$ cat config.mk
export PLATFORM = sky130hd
export DESIGN_NAME = slrl_cfg
export DESIGN_NICKNAME = d
export VERILOG_FILES = /design/src/rtl/slrl_pkg.sv /design/src/rtl/slrl_cfg.sv
export SDC_FILE = /design/constraint.sdc
export NUM_CORES = 1
export LEC_CHECK = 0
export ABC_AREA = 0
export BUFFER_PORTS_ARGS = -buffer_cell sky130_fd_sc_hd__buf_4
export CAP_MARGIN = 20
export CORE_ASPECT_RATIO = 1.75
export CORE_UTILIZATION = 42
export CTS_BUF_LIST = sky130_fd_sc_hd__clkbuf_8
export DETAILED_ROUTE_END_ITERATION = 12
export HOLD_SLACK_MARGIN = 0.1
export PLACE_DENSITY_LB_ADDON = 0.1
export SYNTH_ARGS = -nofsm -noshare
export SYNTH_HDL_FRONTEND = slang
export SYNTH_SLANG_ARGS = --single-unit
$ cat constraint.sdc
create_clock -name clk -period 2.08 [get_ports clk]
set_clock_uncertainty 0.2 [all_clocks]
set_input_delay 0.416 -clock clk [delete_from_list [all_inputs] [get_ports clk]]
set_output_delay 0.416 -clock clk [all_outputs]
set_load 0.05 [all_outputs]
$ cat src/rtl/slrl_pkg.sv
`timescale 1ns / 1ps
// Shared types and constants for the sliding window rate limiter.
// No dependencies; compile first.
package slrl_pkg;

    localparam int unsigned SECOND_WINDOW_MS = 1000;
    localparam int unsigned MINUTE_WINDOW_MS = 60000;

    localparam int unsigned NOW_BITS      = 32;
    localparam int unsigned SEC_CNT_BITS  = 7;
    localparam int unsigned MIN_CNT_BITS  = 11;
    localparam int unsigned APB_ADDR_BITS = 5;
    localparam int unsigned APB_DATA_BITS = 32;

    typedef logic [2:0] reg_idx_t;
    localparam reg_idx_t REG_RULE_PRESENT     = 3'd0;
    localparam reg_idx_t REG_LIMIT_ENABLED    = 3'd1;
    localparam reg_idx_t REG_PER_SECOND_LIMIT = 3'd2;
    localparam reg_idx_t REG_BURST_LIMIT      = 3'd3;
    localparam reg_idx_t REG_MINUTE_CAP       = 3'd4;

    localparam logic REQ_CHECK = 1'b0;
    localparam logic REQ_QUERY = 1'b1;

    typedef struct packed {
        logic                    rule_present;
        logic                    limit_enabled;
        logic [SEC_CNT_BITS-1:0] per_second_limit;
        logic [SEC_CNT_BITS-1:0] burst_limit;
        logic [MIN_CNT_BITS-1:0] minute_cap;
    } cfg_t;

    // Control from the sequencer to one log.
    typedef struct packed {
        logic clear;
        logic run;
        logic push;
    } log_ctl_t;

    typedef enum logic [0:0] {
        ST_IDLE,
        ST_WORK
    } state_t;

endpackage

$ cat src/rtl/slrl_cfg.sv
`timescale 1ns / 1ps
// APB configuration registers; pulses a log clear when rule_present is written 0.
// Depends on slrl_pkg.
module slrl_cfg
    import slrl_pkg::*;
(
    input  logic                     clk,
    input  logic                     rst_n,
    input  logic                     psel,
    input  logic                     penable,
    input  logic                     pwrite,
    input  logic [APB_ADDR_BITS-1:0] paddr,
    input  logic [APB_DATA_BITS-1:0] pwdata,
    output logic [APB_DATA_BITS-1:0] prdata,
    output logic                     pready,
    output cfg_t                     cfg,
    output logic                     log_clear
);

    cfg_t     cfg_reg;
    cfg_t     cfg_next;
    logic     wr_en;
    reg_idx_t idx;

    assign pready = 1'b1;
    assign wr_en  = psel && penable && pwrite;
    assign idx    = paddr[4:2];
    assign cfg    = cfg_reg;

    assign log_clear = wr_en && (idx == REG_RULE_PRESENT) && !pwdata[0];

    always_comb
    begin
        cfg_next = cfg_reg;
        if (wr_en)
        begin
            unique case (idx)
                REG_RULE_PRESENT:     cfg_next.rule_present     = pwdata[0];
                REG_LIMIT_ENABLED:    cfg_next.limit_enabled    = pwdata[0];
                REG_PER_SECOND_LIMIT: cfg_next.per_second_limit = pwdata[SEC_CNT_BITS-1:0];
                REG_BURST_LIMIT:      cfg_next.burst_limit      = pwdata[SEC_CNT_BITS-1:0];
                REG_MINUTE_CAP:       cfg_next.minute_cap       = pwdata[MIN_CNT_BITS-1:0];
                default:              cfg_next = cfg_reg;
            endcase
        end
    end

    always_ff @(posedge clk or negedge rst_n)
    begin
        if (!rst_n)
        begin
            cfg_reg <= '0;
        end
        else
        begin
            cfg_reg <= cfg_next;
        end
    end

    always_comb
    begin
        unique case (idx)
            REG_RULE_PRESENT:     prdata = APB_DATA_BITS'(cfg_reg.rule_present);
            REG_LIMIT_ENABLED:    prdata = APB_DATA_BITS'(cfg_reg.limit_enabled);
            REG_PER_SECOND_LIMIT: prdata = APB_DATA_BITS'(cfg_reg.per_second_limit);
            REG_BURST_LIMIT:      prdata = APB_DATA_BITS'(cfg_reg.burst_limit);
            REG_MINUTE_CAP:       prdata = APB_DATA_BITS'(cfg_reg.minute_cap);
            default:              prdata = '0;
        endcase
    end

endmodule

# Word-level counts from Yosys, hierarchy flattened
# Index checks and enable logic that the tools add are counted.
# word_totals
mem_bits_rw	0
reg_bits	27
memories	0
elab_cells	21
latchBits	0
rom_bits	0
# op_classes
n_bitwise	0
n_reduce_logical	11
n_mux	1
n_eq_ne	4
add_sub_neg	0
n_shift	0
n_lt_le_gt_ge	0
div	0
multipliers	0
# ops
op	count
case mux 11 bit (5 select lines)	1
AND reduction 2 bit	5
equality test 3 x 2 -> 1 bit (second input constant)	2
logical AND 1 bit	4
equality test 3 x 1 -> 1 bit (second input constant)	1
equality test 3 bit (second input constant)	1
logical NOT 3 bit	1
logical NOT 1 bit	1

# Depth between registers and ports, before layout
# logic_depth
word_depth	4
mapped_depth	4
depth_no_buf	3

# Least setup slack after synthesis
# No wires, ideal clock.
# synth_path
path_type	reg2out
start	register cfg_reg (netlist bit cfg[2])
end	output prdata[2]
slack_ps	-510
required_time_ps	1464
path_buffers	0
t_arrival_ps	1974
stages_incl_launch_ff	3
path_cell_list	dfrtp_1 inv_1 o32ai_1
# synth_via
elab_chain_cells	1
# synth_rtl
item	line	rtl
start: declaration	slrl_cfg.sv:20	cfg_t cfg_reg;
start signal: assignment	slrl_cfg.sv:56	cfg_reg <= cfg_next;
case mux 11 bit (5 select lines)	slrl_cfg.sv:62	unique case (idx)
end: declaration	slrl_cfg.sv:14	output logic [APB_DATA_BITS-1:0] prdata,
# No other way between the ends.

# Worst setup path after layout
# layout_path
start	register cfg_reg (netlist bit cfg[11])
end	output prdata[0]
# The elaborated chain is that of the path after synthesis.

==> results.txt <==
The flow ran to the end, but the final reports show violations. The final reports fail on setup timing. The number of DRC markers after the initial detailed-route iteration came out at 10. In the final layout, flip-flops and latches occupy 676 sq um. The TritonCTS sink count came out at 27. Once placement finished, the instance area stood at 1940 sq um. In this run the most critical hold path is launched from pwdata[8].

Of all flip-flops after synthesis, the portion carrying an async set or reset was 100%. The total number of vias came out at 1,050. The most used flip-flop cell after synthesis is sky130_fd_sc_hd__dfrtp_1. The class of the worst hold path is primary input to flip-flop.

The total overflow left after global routing is 0. The die area came out at 3730 sq um. The quantity of I/O buffers inserted on ports came out at 57. The via count of the first global-routing pass came out at 1,072.

The overall die width came out at 46.6 um. The signal on the critical path passes through mux4_2 -> a22o_4 -> buf_8. The insertion delay of the later-clocked pin in the worst-skew pair is 0.27 ns.

The non-filler instance count after layout came out at 227. The startpoint of the worst-slack reg-to-reg timing path is cfg[11]. The leakage dissipation came out at 0.00106 uW. The synthesis-stage register bit count is 27.

The post-route standard cell area excluding fillers came out at 2050 sq um. The worst-path maximum fanout is 2. The final-stage net count came out at 225. The number of antenna violations at the first check in global routing came out at 0.

The area of the placeable core came out at 3360 sq um. Of the cells placed in the final design, the portion with a size suffix greater than 1 is 62.6%. The top cell type's share of synthesized area came out at 46.2%.

The repair_antennas step left the layout with diodes totalling 0. The hold violation total from the final report was 0. In the post-synthesis netlist, the biggest area contributors are sky130_fd_sc_hd__dfrtp_1 (46%), sky130_fd_sc_hd__mux2_2 (20%), sky130_fd_sc_hd__buf_4 (11%), sky130_fd_sc_hd__mux2i_1 (4.1%), sky130_fd_sc_hd__o2bb2ai_1 (3.0%).

The area share of xor/xnor cells in the synthesized design is 0%. The post-CTS clock slew at the launch and capture registers of the worst setup and hold paths came out at 0.09 ns. The post-route worst hold slack is 0.173 ns. Setup repair after global routing could not meet its margin everywhere.

Global routing used 19.0% of the available tracks across all layers. By area, the combinational part of the netlist is dominated by multiplexers. STA puts the critical path data required time at 1.46 ns. The number of flops mapped to enable cells by yosys came out at 0. The die is 80.1 um tall. The HPWL after detailed placement is 2480 um.

The number of levels the H-tree was split into is 1. In the post-route analysis, the smallest setup slack over all paths is -0.0467 ns. The wire length of the first global-routing pass is 4970 um. Entering global routing, the biggest net connects 28 pins.

The global placer's final weighted congestion is 0.762. Counting the fill cells in the layout gives 290. The post-synthesis mux area share came out at 26.9%. In this run, placement finished with an instance count of 217.

Setup violations remaining at the end of the flow were counted as 1. The start point of the critical path is cfg[11]. The maximum clock path buffer count is 2.

After synthesis, the netlist uses 21 different library cells. The CTS tree is yes. The count of synthesis-stage warnings from yosys is 0. The final critical path takes up 102% of the cycle. The cell family contributing the most delay on the critical path is multiplexers. The category of the worst setup path launch point is a flip-flop. The worst stage delay on the critical path came out at 0.48 ns. The number of pins exceeding their max-slew limit in the final report is 0. The root cell of the clock tree is sky130_fd_sc_hd__clkbuf_8. The number of buffers created by CTS is 3. The worst path arrival time came out at 1.51 ns. The highest clock frequency the design can meet is 470 MHz.

The post-synthesis instance total came out at 112. The flip-flop count of the largest register, all copies and words added is 27. The netlist area before placement is 1460 sq um.

The post-synthesis cell type with the largest combined area is sky130_fd_sc_hd__dfrtp_1. Max-cap violations in this run came to 0. The per-instance average area after synthesis came out at 13.1 sq um. The area overhead of the layout relative to synthesis is 39.9%. Once the floorplan was initialized, standard cells occupied 43.5% of the core. The number of nets with antenna violations after routing came out at 0. The length of the first detailed-routing pass in iterations came out at 4. The post-synthesis sequential area ratio came out at 46.2%.

Among all stages on the critical path, the largest delay is contributed by sky130_fd_sc_hd__mux4_2. The worst setup path is captured at an output pin. The vias per cell is 4.63.

Summed over all layers, the routed wires come to 3290 um. The average wire per cell in the routed design came out at 14.5 um. The setup path with the least slack is of type flip-flop to output pin. Across the VDD grid, the largest voltage drop is 0.606 mV. The share of the synthesized area in compound gates (AO/OA/AOI/OAI) is 4.19%. The post-synthesis share of cell area spent on full adders, half adders and majority gates is 0%. The simple-gate share of the synthesized area came out at 8.81%.

The number of placed I/O pins came out at 103. The area used by multi-input combinational logic came out at 713 sq um. The power per standard cell area is 971 nW/um^2. The number of remaining DRC errors came out at 0. The count of buffer and inverter cells on the critical path is 1. The final critical delay including setup and external delays came out at 2.13 ns. The floorplan has 28 rows.
layout by cell type, fill, tap and decap left out, drive strengths merged, types with 2 or more instances in the layout:
cell     instances
buf             69
dfrtp           27
mux2            27
conb            22
mux2i            6
o2bb2ai          5
nor2             5
and2             4
inv              3
clkbuf           3
nand2b           2
cell type report:
| type | count | area share [%] |
|---|---|---|
| repair buffers | 70 | 26.8 |
| inverters | 2 | 0.367 |
| clock inverters | 1 | 0.183 |
| multi-input cells | 79 | 34.9 |
| clock buffers | 3 | 2.02 |
| well taps | 45 | 2.75 |
| flip-flops and latches | 27 | 33.0 |
report_power, final:
group          internal, uW  leakage, uW  total (uW)  switching (uW)
clock network           132    0.0000269         285             153
registers               627     0.000345         707            80.1
logic                   325     0.000685         994             669
total                  1080      0.00106        1990             902
path summary, 6_finish.rpt:
kind                              to  slack (ns)  depth (start not counted)
min                           cfg[8]        0.17                          2
max reg2reg                  cfg[11]        0.88                          3
min in group asynchronous     cfg[1]        0.38                          2
min reg2reg                   cfg[8]        0.34                          1
max in group asynchronous     cfg[7]        1.04                          2
max                        prdata[0]       -0.05                          3
routing by layer:
metal  track usage [%]  part of all wire (%)
met2              33.5                    57
met3              2.02                   4.7
met5                 0                     0
met1              21.4                    35
met4              8.86                   2.9
stage by stage:
step	setup TNS [ns]	power, uW	util, %	worst slack (ns)
final	-0.0467	1990	60.8	-0.0467
after global routing	-0.0870	2080	60.8	-0.0870
after CTS	-0.0571	2000	60.4	-0.0571
after detailed placement	-0.000129	1680	57.7	-0.000129
after global placement	-0.00492	1660	57.7	-0.00492
after floorplan	-0.0397	1410	-	-0.0397
repair_timing:
| action | CTS | global route |
|---|---|---|
| endpoints found under the setup margin | 1 | 1 |
| hold endpoints to repair | 27 | 0 |
| hold buffers | 1 | 0 |
| buffers inserted | 4 | 1 |
| resized for setup | 3 | 1 |
| pin swaps | 1 | 1 |
cells in the mapped netlist (2+ instances only):
library cell,n
sky130_fd_sc_hd__nor2_2,2
sky130_fd_sc_hd__nor2_1,3
sky130_fd_sc_hd__nand2b_1,2
sky130_fd_sc_hd__inv_1,2
sky130_fd_sc_hd__buf_6,2
sky130_fd_sc_hd__conb_1,2
sky130_fd_sc_hd__o2bb2ai_1,5
sky130_fd_sc_hd__mux2i_1,6
sky130_fd_sc_hd__and2_1,4
sky130_fd_sc_hd__buf_4,22
sky130_fd_sc_hd__dfrtp_1,27
sky130_fd_sc_hd__mux2_2,26
cells by family after synthesis:
group           count (synthesis)
other cells                     2
compound gates                  7
flops                          27
mux                            34
simple gates                   16
buf+inv                        26
worst reg2reg max path, stage by stage (launching register included):
cell	delay [ns]
sky130_fd_sc_hd__dfrtp_1	0.39
sky130_fd_sc_hd__buf_4	0.13
sky130_fd_sc_hd__buf_4	0.13
sky130_fd_sc_hd__mux2_2	0.25
No activity file was read; power rests on OpenSTA's default activity.
