File: config.mk
export PLATFORM = sky130hd
export DESIGN_NAME = slrl_log
export DESIGN_NICKNAME = d
export VERILOG_FILES = /design/src/rtl/slrl_pkg.sv /design/src/rtl/slrl_log.sv
export SDC_FILE = /design/constraint.sdc
export NUM_CORES = 2
export LEC_CHECK = 0
export ABC_AREA = 1
export BUFFER_PORTS_ARGS = -buffer_cell sky130_fd_sc_hd__clkbuf_2
export CAP_MARGIN = 10
export CORE_AREA = 2 2 532 534
export DETAILED_ROUTE_END_ITERATION = 16
export DIE_AREA = 0 0 534 536
export PLACE_DENSITY = 0.4
export SETUP_SLACK_MARGIN = 0.5
export SKIP_LAST_GASP = 1
export SLEW_MARGIN = 0
export SYNTH_ARGS = -nofsm -noshare
export SYNTH_HDL_FRONTEND = slang
export SYNTH_SLANG_ARGS = --single-unit
File: constraint.sdc
create_clock -name clk -period 6.38 [get_ports clk]
set_input_delay 1.595 -clock clk [delete_from_list [all_inputs] [get_ports clk]]
set_output_delay 1.595 -clock clk [all_outputs]
set_load 0.005 [all_outputs]
File: src/rtl/slrl_pkg.sv
`timescale 1ns / 1ps
// Shared types and constants for the sliding window rate limiter.
// No dependencies; compile first.
package slrl_pkg;

    localparam int unsigned SECOND_WINDOW_MS = 1000;
    localparam int unsigned MINUTE_WINDOW_MS = 60000;

    localparam int unsigned NOW_BITS      = 32;
    localparam int unsigned SEC_CNT_BITS  = 7;
    localparam int unsigned MIN_CNT_BITS  = 11;
    localparam int unsigned APB_ADDR_BITS = 5;
    localparam int unsigned APB_DATA_BITS = 32;

    typedef logic [2:0] reg_idx_t;
    localparam reg_idx_t REG_RULE_PRESENT     = 3'd0;
    localparam reg_idx_t REG_LIMIT_ENABLED    = 3'd1;
    localparam reg_idx_t REG_PER_SECOND_LIMIT = 3'd2;
    localparam reg_idx_t REG_BURST_LIMIT      = 3'd3;
    localparam reg_idx_t REG_MINUTE_CAP       = 3'd4;

    localparam logic REQ_CHECK = 1'b0;
    localparam logic REQ_QUERY = 1'b1;

    typedef struct packed {
        logic                    rule_present;
        logic                    limit_enabled;
        logic [SEC_CNT_BITS-1:0] per_second_limit;
        logic [SEC_CNT_BITS-1:0] burst_limit;
        logic [MIN_CNT_BITS-1:0] minute_cap;
    } cfg_t;

    // Control from the sequencer to one log.
    typedef struct packed {
        logic clear;
        logic run;
        logic push;
    } log_ctl_t;

    typedef enum logic [0:0] {
        ST_IDLE,
        ST_WORK
    } state_t;

endpackage

File: src/rtl/slrl_log.sv
`timescale 1ns / 1ps
// One circular timestamp log: RAM, head/fill pointers and the expiry engine.
// Depends on slrl_pkg.
module slrl_log
    import slrl_pkg::*;
#(
    parameter int unsigned DEPTH      = 64,
    parameter int unsigned TIME_BITS  = 32,
    parameter int unsigned WINDOW_MS  = 1000,
    parameter int unsigned COUNT_BITS = 7
)
(
    input  logic                  clk,
    input  logic                  rst_n,
    input  log_ctl_t              ctl,
    input  logic [TIME_BITS-1:0]  now,
    output logic                  done,
    output logic                  full,
    output logic [COUNT_BITS-1:0] count
);

    localparam int unsigned HW  = $clog2(DEPTH);
    localparam int unsigned FW  = $clog2(DEPTH + 1);
    localparam int unsigned SW  = FW + 1;
    localparam int unsigned CW  = (FW > COUNT_BITS) ? FW : COUNT_BITS;
    localparam int unsigned CMAX = (2 ** COUNT_BITS) - 1;

    logic [TIME_BITS-1:0] mem [DEPTH];

    logic [HW-1:0]        head_reg;
    logic [HW-1:0]        head_next;
    logic [FW-1:0]        fill_reg;
    logic [FW-1:0]        fill_next;
    logic [TIME_BITS-1:0] rd_data_reg;  // always mem[head_reg]

    logic [TIME_BITS-1:0] age;
    logic                 expired;
    logic [HW-1:0]        head_inc;
    logic [SW-1:0]        tail_sum;
    logic [SW-1:0]        tail_wrap;
    logic [HW-1:0]        waddr;
    logic [CW-1:0]        fill_x;

    assign age      = now - rd_data_reg;
    assign expired  = (fill_reg != '0) && (age > TIME_BITS'(WINDOW_MS));
    assign done     = !expired;
    assign head_inc = (head_reg == HW'(DEPTH - 1)) ? '0 : head_reg + 1'b1;
    assign full     = (fill_reg == FW'(DEPTH));

    assign tail_sum  = SW'(head_reg) + SW'(fill_reg);
    assign tail_wrap = (tail_sum >= SW'(DEPTH)) ? tail_sum - SW'(DEPTH) : tail_sum;
    assign waddr     = tail_wrap[HW-1:0];

    assign fill_x = CW'(fill_reg);
    assign count  = (fill_x > CW'(CMAX)) ? COUNT_BITS'(CMAX) : COUNT_BITS'(fill_x);

    always_comb
    begin
        head_next = head_reg;
        fill_next = fill_reg;
        priority if (ctl.clear)
        begin
            head_next = '0;
            fill_next = '0;
        end
        else if (ctl.run && expired)
        begin
            head_next = head_inc;
            fill_next = fill_reg - 1'b1;
        end
        else if (ctl.push)
        begin
            if (full)
            begin
                head_next = head_inc;
            end
            else
            begin
                fill_next = fill_reg + 1'b1;
            end
        end
    end

    always_ff @(posedge clk or negedge rst_n)
    begin
        if (!rst_n)
        begin
            head_reg <= '0;
            fill_reg <= '0;
        end
        else
        begin
            head_reg <= head_next;
            fill_reg <= fill_next;
        end
    end

    // Push writes the tail (the head slot when full); the read port tracks the next head.
    always_ff @(posedge clk)
    begin
        if (ctl.push)
        begin
            mem[waddr] <= now;
        end
    end

    always_ff @(posedge clk)
    begin
        if (ctl.push && (waddr == head_next))
        begin
            rd_data_reg <= now;
        end
        else
        begin
            rd_data_reg <= mem[head_next];
        end
    end

endmodule

Yosys cells after proc, flatten, opt, wreduce, memory -nomap -nowiden

Memory sizes are Yosys's and may differ from the RTL's. A register that Yosys moved wholly into a read port is not among the register bits.
Cells that the tools add are included.

Bitwise logic cells: 0
Add/subtract/negate cells: 6
Shift-type cells: 0
Multiplexer cells: 13
Reductions and logical operators: 6
Multipliers: 0
Divide/modulo/power cells: 0
Magnitude comparators: 3
Equal/unequal tests: 3

Operator list:

| cell                                                             | number |
|---|---|
| two-way mux 6 bit                                                | 6 |
| two-way mux 7 bit                                                | 5 |
| greater-than comparator 32 x 10 -> 1 bit (second input constant) | 1 |
| subtractor 32 bit                                                | 1 |
| adder 6 x 7 -> 8 bit                                             | 1 |
| >= comparator 8 x 7 -> 1 bit (second input constant)             | 1 |
| adder 7 x 1 -> 7 bit (second input constant)                     | 1 |
| equality test 7 bit (second input constant)                      | 1 |
| greater-than comparator 7 bit (second input constant)            | 1 |
| nonzero test 7 bit                                               | 1 |
| subtractor 7 x 1 -> 7 bit (second input constant)                | 1 |
| adder 6 x 1 -> 6 bit (second input constant)                     | 1 |
| equality test 6 bit (second input constant)                      | 1 |
| subtractor 6 x 1 -> 6 bit (second input constant)                | 1 |
| != test 3 x 2 -> 1 bit (second input constant)                   | 1 |
| nonzero test 3 bit                                               | 1 |
| logical AND 1 bit                                                | 2 |
| two-way mux 1 bit                                                | 2 |
| AND reduction 2 bit                                              | 1 |
| zero test 1 bit                                                  | 1 |

Memory bits (read-only): 0
Register bits: 13
Memories: 1
Word-level logic and storage cells: 34
Memory bits (writable): 2048
Latch bits: 0

Memory list:

| name | depth | width | read ports | clocked after memory_dff | write ports | line           | RTL |
|---|---|---|---|---|---|---|---|
| mem  | 64    | 32    | 1          | 1                        | 1           | slrl_log.sv:28 | `logic [TIME_BITS-1:0] mem [DEPTH];` |

Depth between registers and ports, before layout

Word-level depth: 6
Gate-level depth with buffers: 45

Worst setup path after synthesis

Ideal clock, no wire load.

Path kind: register to output
From: reg (tool-made name)
To: out done
Cell stages (with the launch flop): 31
Path buffers: 6
Slack: 1.131 ns
Arrival: 3.654 ns
Cells stage by stage: dfxtp_1 > buf_6 > inv_4 > buf_6 > buf_6 > buf_4 > buf_2 > buf_2 > o21ai_0 > o22ai_1 > o21ai_0 > o22ai_1 > o21ai_0 > o32ai_1 > ha_1 > fa_1 > inv_1 > nand3_1 > nand3_2 > nand2_1 > nand2_1 > nand2_1 > nand2_2 > nand3_1 > nand3_1 > nand2_1 > nor2_1 > nand4_1 > nor2_1 > nand2_2 > nand2_1

RTL lines:

| what          | line           | RTL |
|---|---|---|
| end, declared | slrl_log.sv:17 | `output logic done,` |

==> results_dict.tcl <==
set metrics [dict create \
    place_inst 10600 \
    seq_power_share_pct 36.3 \
    slew_headroom_pct 28.1 \
    clk_pin_slew_worst_paths_ps 70 \
    grt_pass1_wl_um 451000 \
    wirelength_met1_um 149000 \
    largest_reg_flops 2048 \
    fin_crit_ps 6940 \
    drt_iter0_drc 5922 \
    die_area_um2 286000 \
    setup_viol 4 \
    clkLatencyLatePin_ps 930 \
    synth_edf_count 2048 \
    synthToLayoutAreaGrowth_pct 25.2 \
    final_hold_viol_count 0 \
    ant_nets 0 \
    remaining_drc_errors 0 \
    gp_congestion 0.916 \
    grt_max_degree 80 \
    ys_warn_count 0 \
    wl_met3_um 19300 \
    synthCells 6643 \
    min_path_cells 2 \
    route.met2.wl_um 156000 \
    ys_types 50 \
    crit_arrival_ps 5340 \
    fin_cells 11200 \
    cp.required_ps 4790 \
    start_util_pct 29.9 \
    report.final.slew_viol_count 0 \
    via_count 58700 \
    synth_seq_cells 2067 \
    p_int_mw 28.4 \
    grt_pass1_vias 56200 \
    ios 46 \
    max-vdd-ir-drop_mv 0.252 \
    cp_max_fo 8 \
    top_layer_used "met5" \
    rsz0062_at_grt "true" \
    chipWidth_um 534 \
    routed_wirelength_um 332000 \
    fin_tns_setup_ps -1350 \
    first_pass_iters 5 \
    crit_slowest_cell "dfxtp_4" \
    place.port_buffers 45 \
    wl_per_cell_um 29.6 \
    cpPeakStageDelay_ps 360 \
    crit_top_cell "nor2_1" \
    root_buffer "clkbuf_16" \
    postPlaceCellArea_um2 93200 \
    skew_ps 46.8 \
    maxCapViolCount 0 \
    combPwrFrac_pct 35.1 \
    die_h_um 536 \
    status "finished, violations left" \
    period_share_pct 109 \
    power_mw 43.9 \
    stdcell_area_um2 105000 \
    critical_path_class "register to primary output" \
    leakage_nw 35.2 \
    hold_buffers 0 \
    async_reset_ff_share_pct 0.629 \
    reg2reg_slack_ps -360 \
    worstSetupStartpointType "register" \
    p_sw_share_pct 35.3 \
    synth_seq_area_share_pct 73.9 \
    synthFlopType "edfxtp_1" \
    cts_buffers 222 \
    r2r_cells 51 \
    hold-worst-slack_ps 574 \
    end_kind "primary output" \
    drive_gt1_share_pct 20.4 \
    clockBufferDepth 3 \
    dp_hpwl_um 189000 \
    power.switching_mw 15.5 \
    place_ws_ps -281 \
    drt-vias-per-instance 5.24 \
    grt.overflow.total 0 \
    violations "negative setup slack" \
    antenna_found_initial 47 \
    fmax_ghz 0.144 \
    cts_tree "done" \
    final_util_pct 37.4 \
    track_usage_pct 22.3 \
    cts.sinks 2067 \
    hold_class "register to register" \
    fin_ws_ps -556 \
    power.density_nw_per_um2 418 \
    row_count 195 \
    htree_levels 4 \
    synth_nets 6726 \
    worst_pin_slew_ps 1070 \
    syn_area_um2 83900 \
    fp.coreArea_um2 281000 \
    p_clk_share_pct 28.7 \
    final_nets 7350 \
    syn-mean-instance-area_um2 12.6 \
]
[final timing paths]
kind | end | start
max in group asynchronous | head_reg[4] | rst_n
worst min-delay path | fill_reg[6] | fill_reg[6]
worst max register to register | fill_reg[6] | register
worst min register to register | fill_reg[6] | fill_reg[6]
min in group asynchronous | fill_reg[3] | rst_n
worst max-delay path | done | register
[synth_stat cells, drive strengths merged (23+ instances only)]
cell type  instances  area (um^2)
edfxtp          2048        61500
nor2            1462         5540
o21ai           1293         6490
o22ai            595         3720
nand2            327         1270
clkbuf           303         1140
buf              150          882
inv              124          470
nand3            115          608
ha                43          538
a21oi             39          203
o32ai             26          228
o22a              23          201
[power groups by stage]
| stage | logic (mW) | registers [mW] | clock network [mW] |
|---|---|---|---|
| CTS | 14.2 | 15.9 | 12.8 |
| detailed placement | 13.0 | 16.2 | 0 |
| global route | 16.3 | 16.0 | 13.3 |
| floorplan | 6.08 | 16.1 | 0 |
| global placement | 13.1 | 16.2 | 0 |
| finish | 15.4 | 15.9 | 12.6 |
[routing by layer]
metal	GRT usage (%)	vias to the layer above
met5	0	-
met4	4.46	4
met3	3.02	366
met2	36.5	1868
met1	31.5	30500
li1	-	26000
[critical path: cells and delay by family, from the launching register on]
kind            cells  cell delay (ps)
simple gates       15             1610
buf+inv            10             1410
compound gates      4              670
flops               1              360
fa+ha+maj           1              340
[area by class of cell]
class / instances / area (um^2)
timing repair inverter: 4 / 82.6
sequential: 2067 / 62000
clock buffer: 280 / 5810
antenna: 7 / 17.5
clock inverter: 121 / 1190
tap: 3743 / 4680
fill: 27000 / 176000
inverter: 124 / 543
timing repair buffer: 849 / 9400
multi-input combinational: 3999 / 21300
[what timing repair did]
action,4_1_cts,5_1_grt
setup buffers,34,57
setup endpoints to repair,6,4
hold endpoints to repair,0,0
cloned,33,29
pin swaps,68,126
gates resized for setup,236,313
[logic make-up after synthesis]
kind of cell	count (synthesis)	share of synthesized area (%)
DFF	2067	73.9
AOI/OAI and AO/OA	1995	13.1
and+or+nand+nor	1940	9.13
buffers and inverters	577	2.97
adders and majority gates	46	0.713
xor gates and xnor gates	18	0.188
[cells in the final DEF, fill, tap and decap left out, types with 53 or more instances in the layout]
cell	count
buf_12	87
clkbuf_1	55
nor2_1	1341
o22ai_1	567
o21ai_1	116
clkbuf_16	253
nand3_1	102
inv_1	98
nand2_1	260
buf_4	573
nor2_4	85
o21ai_0	1152
buf_16	53
edfxtp_1	2048
(Power assumes the default switching activity.)
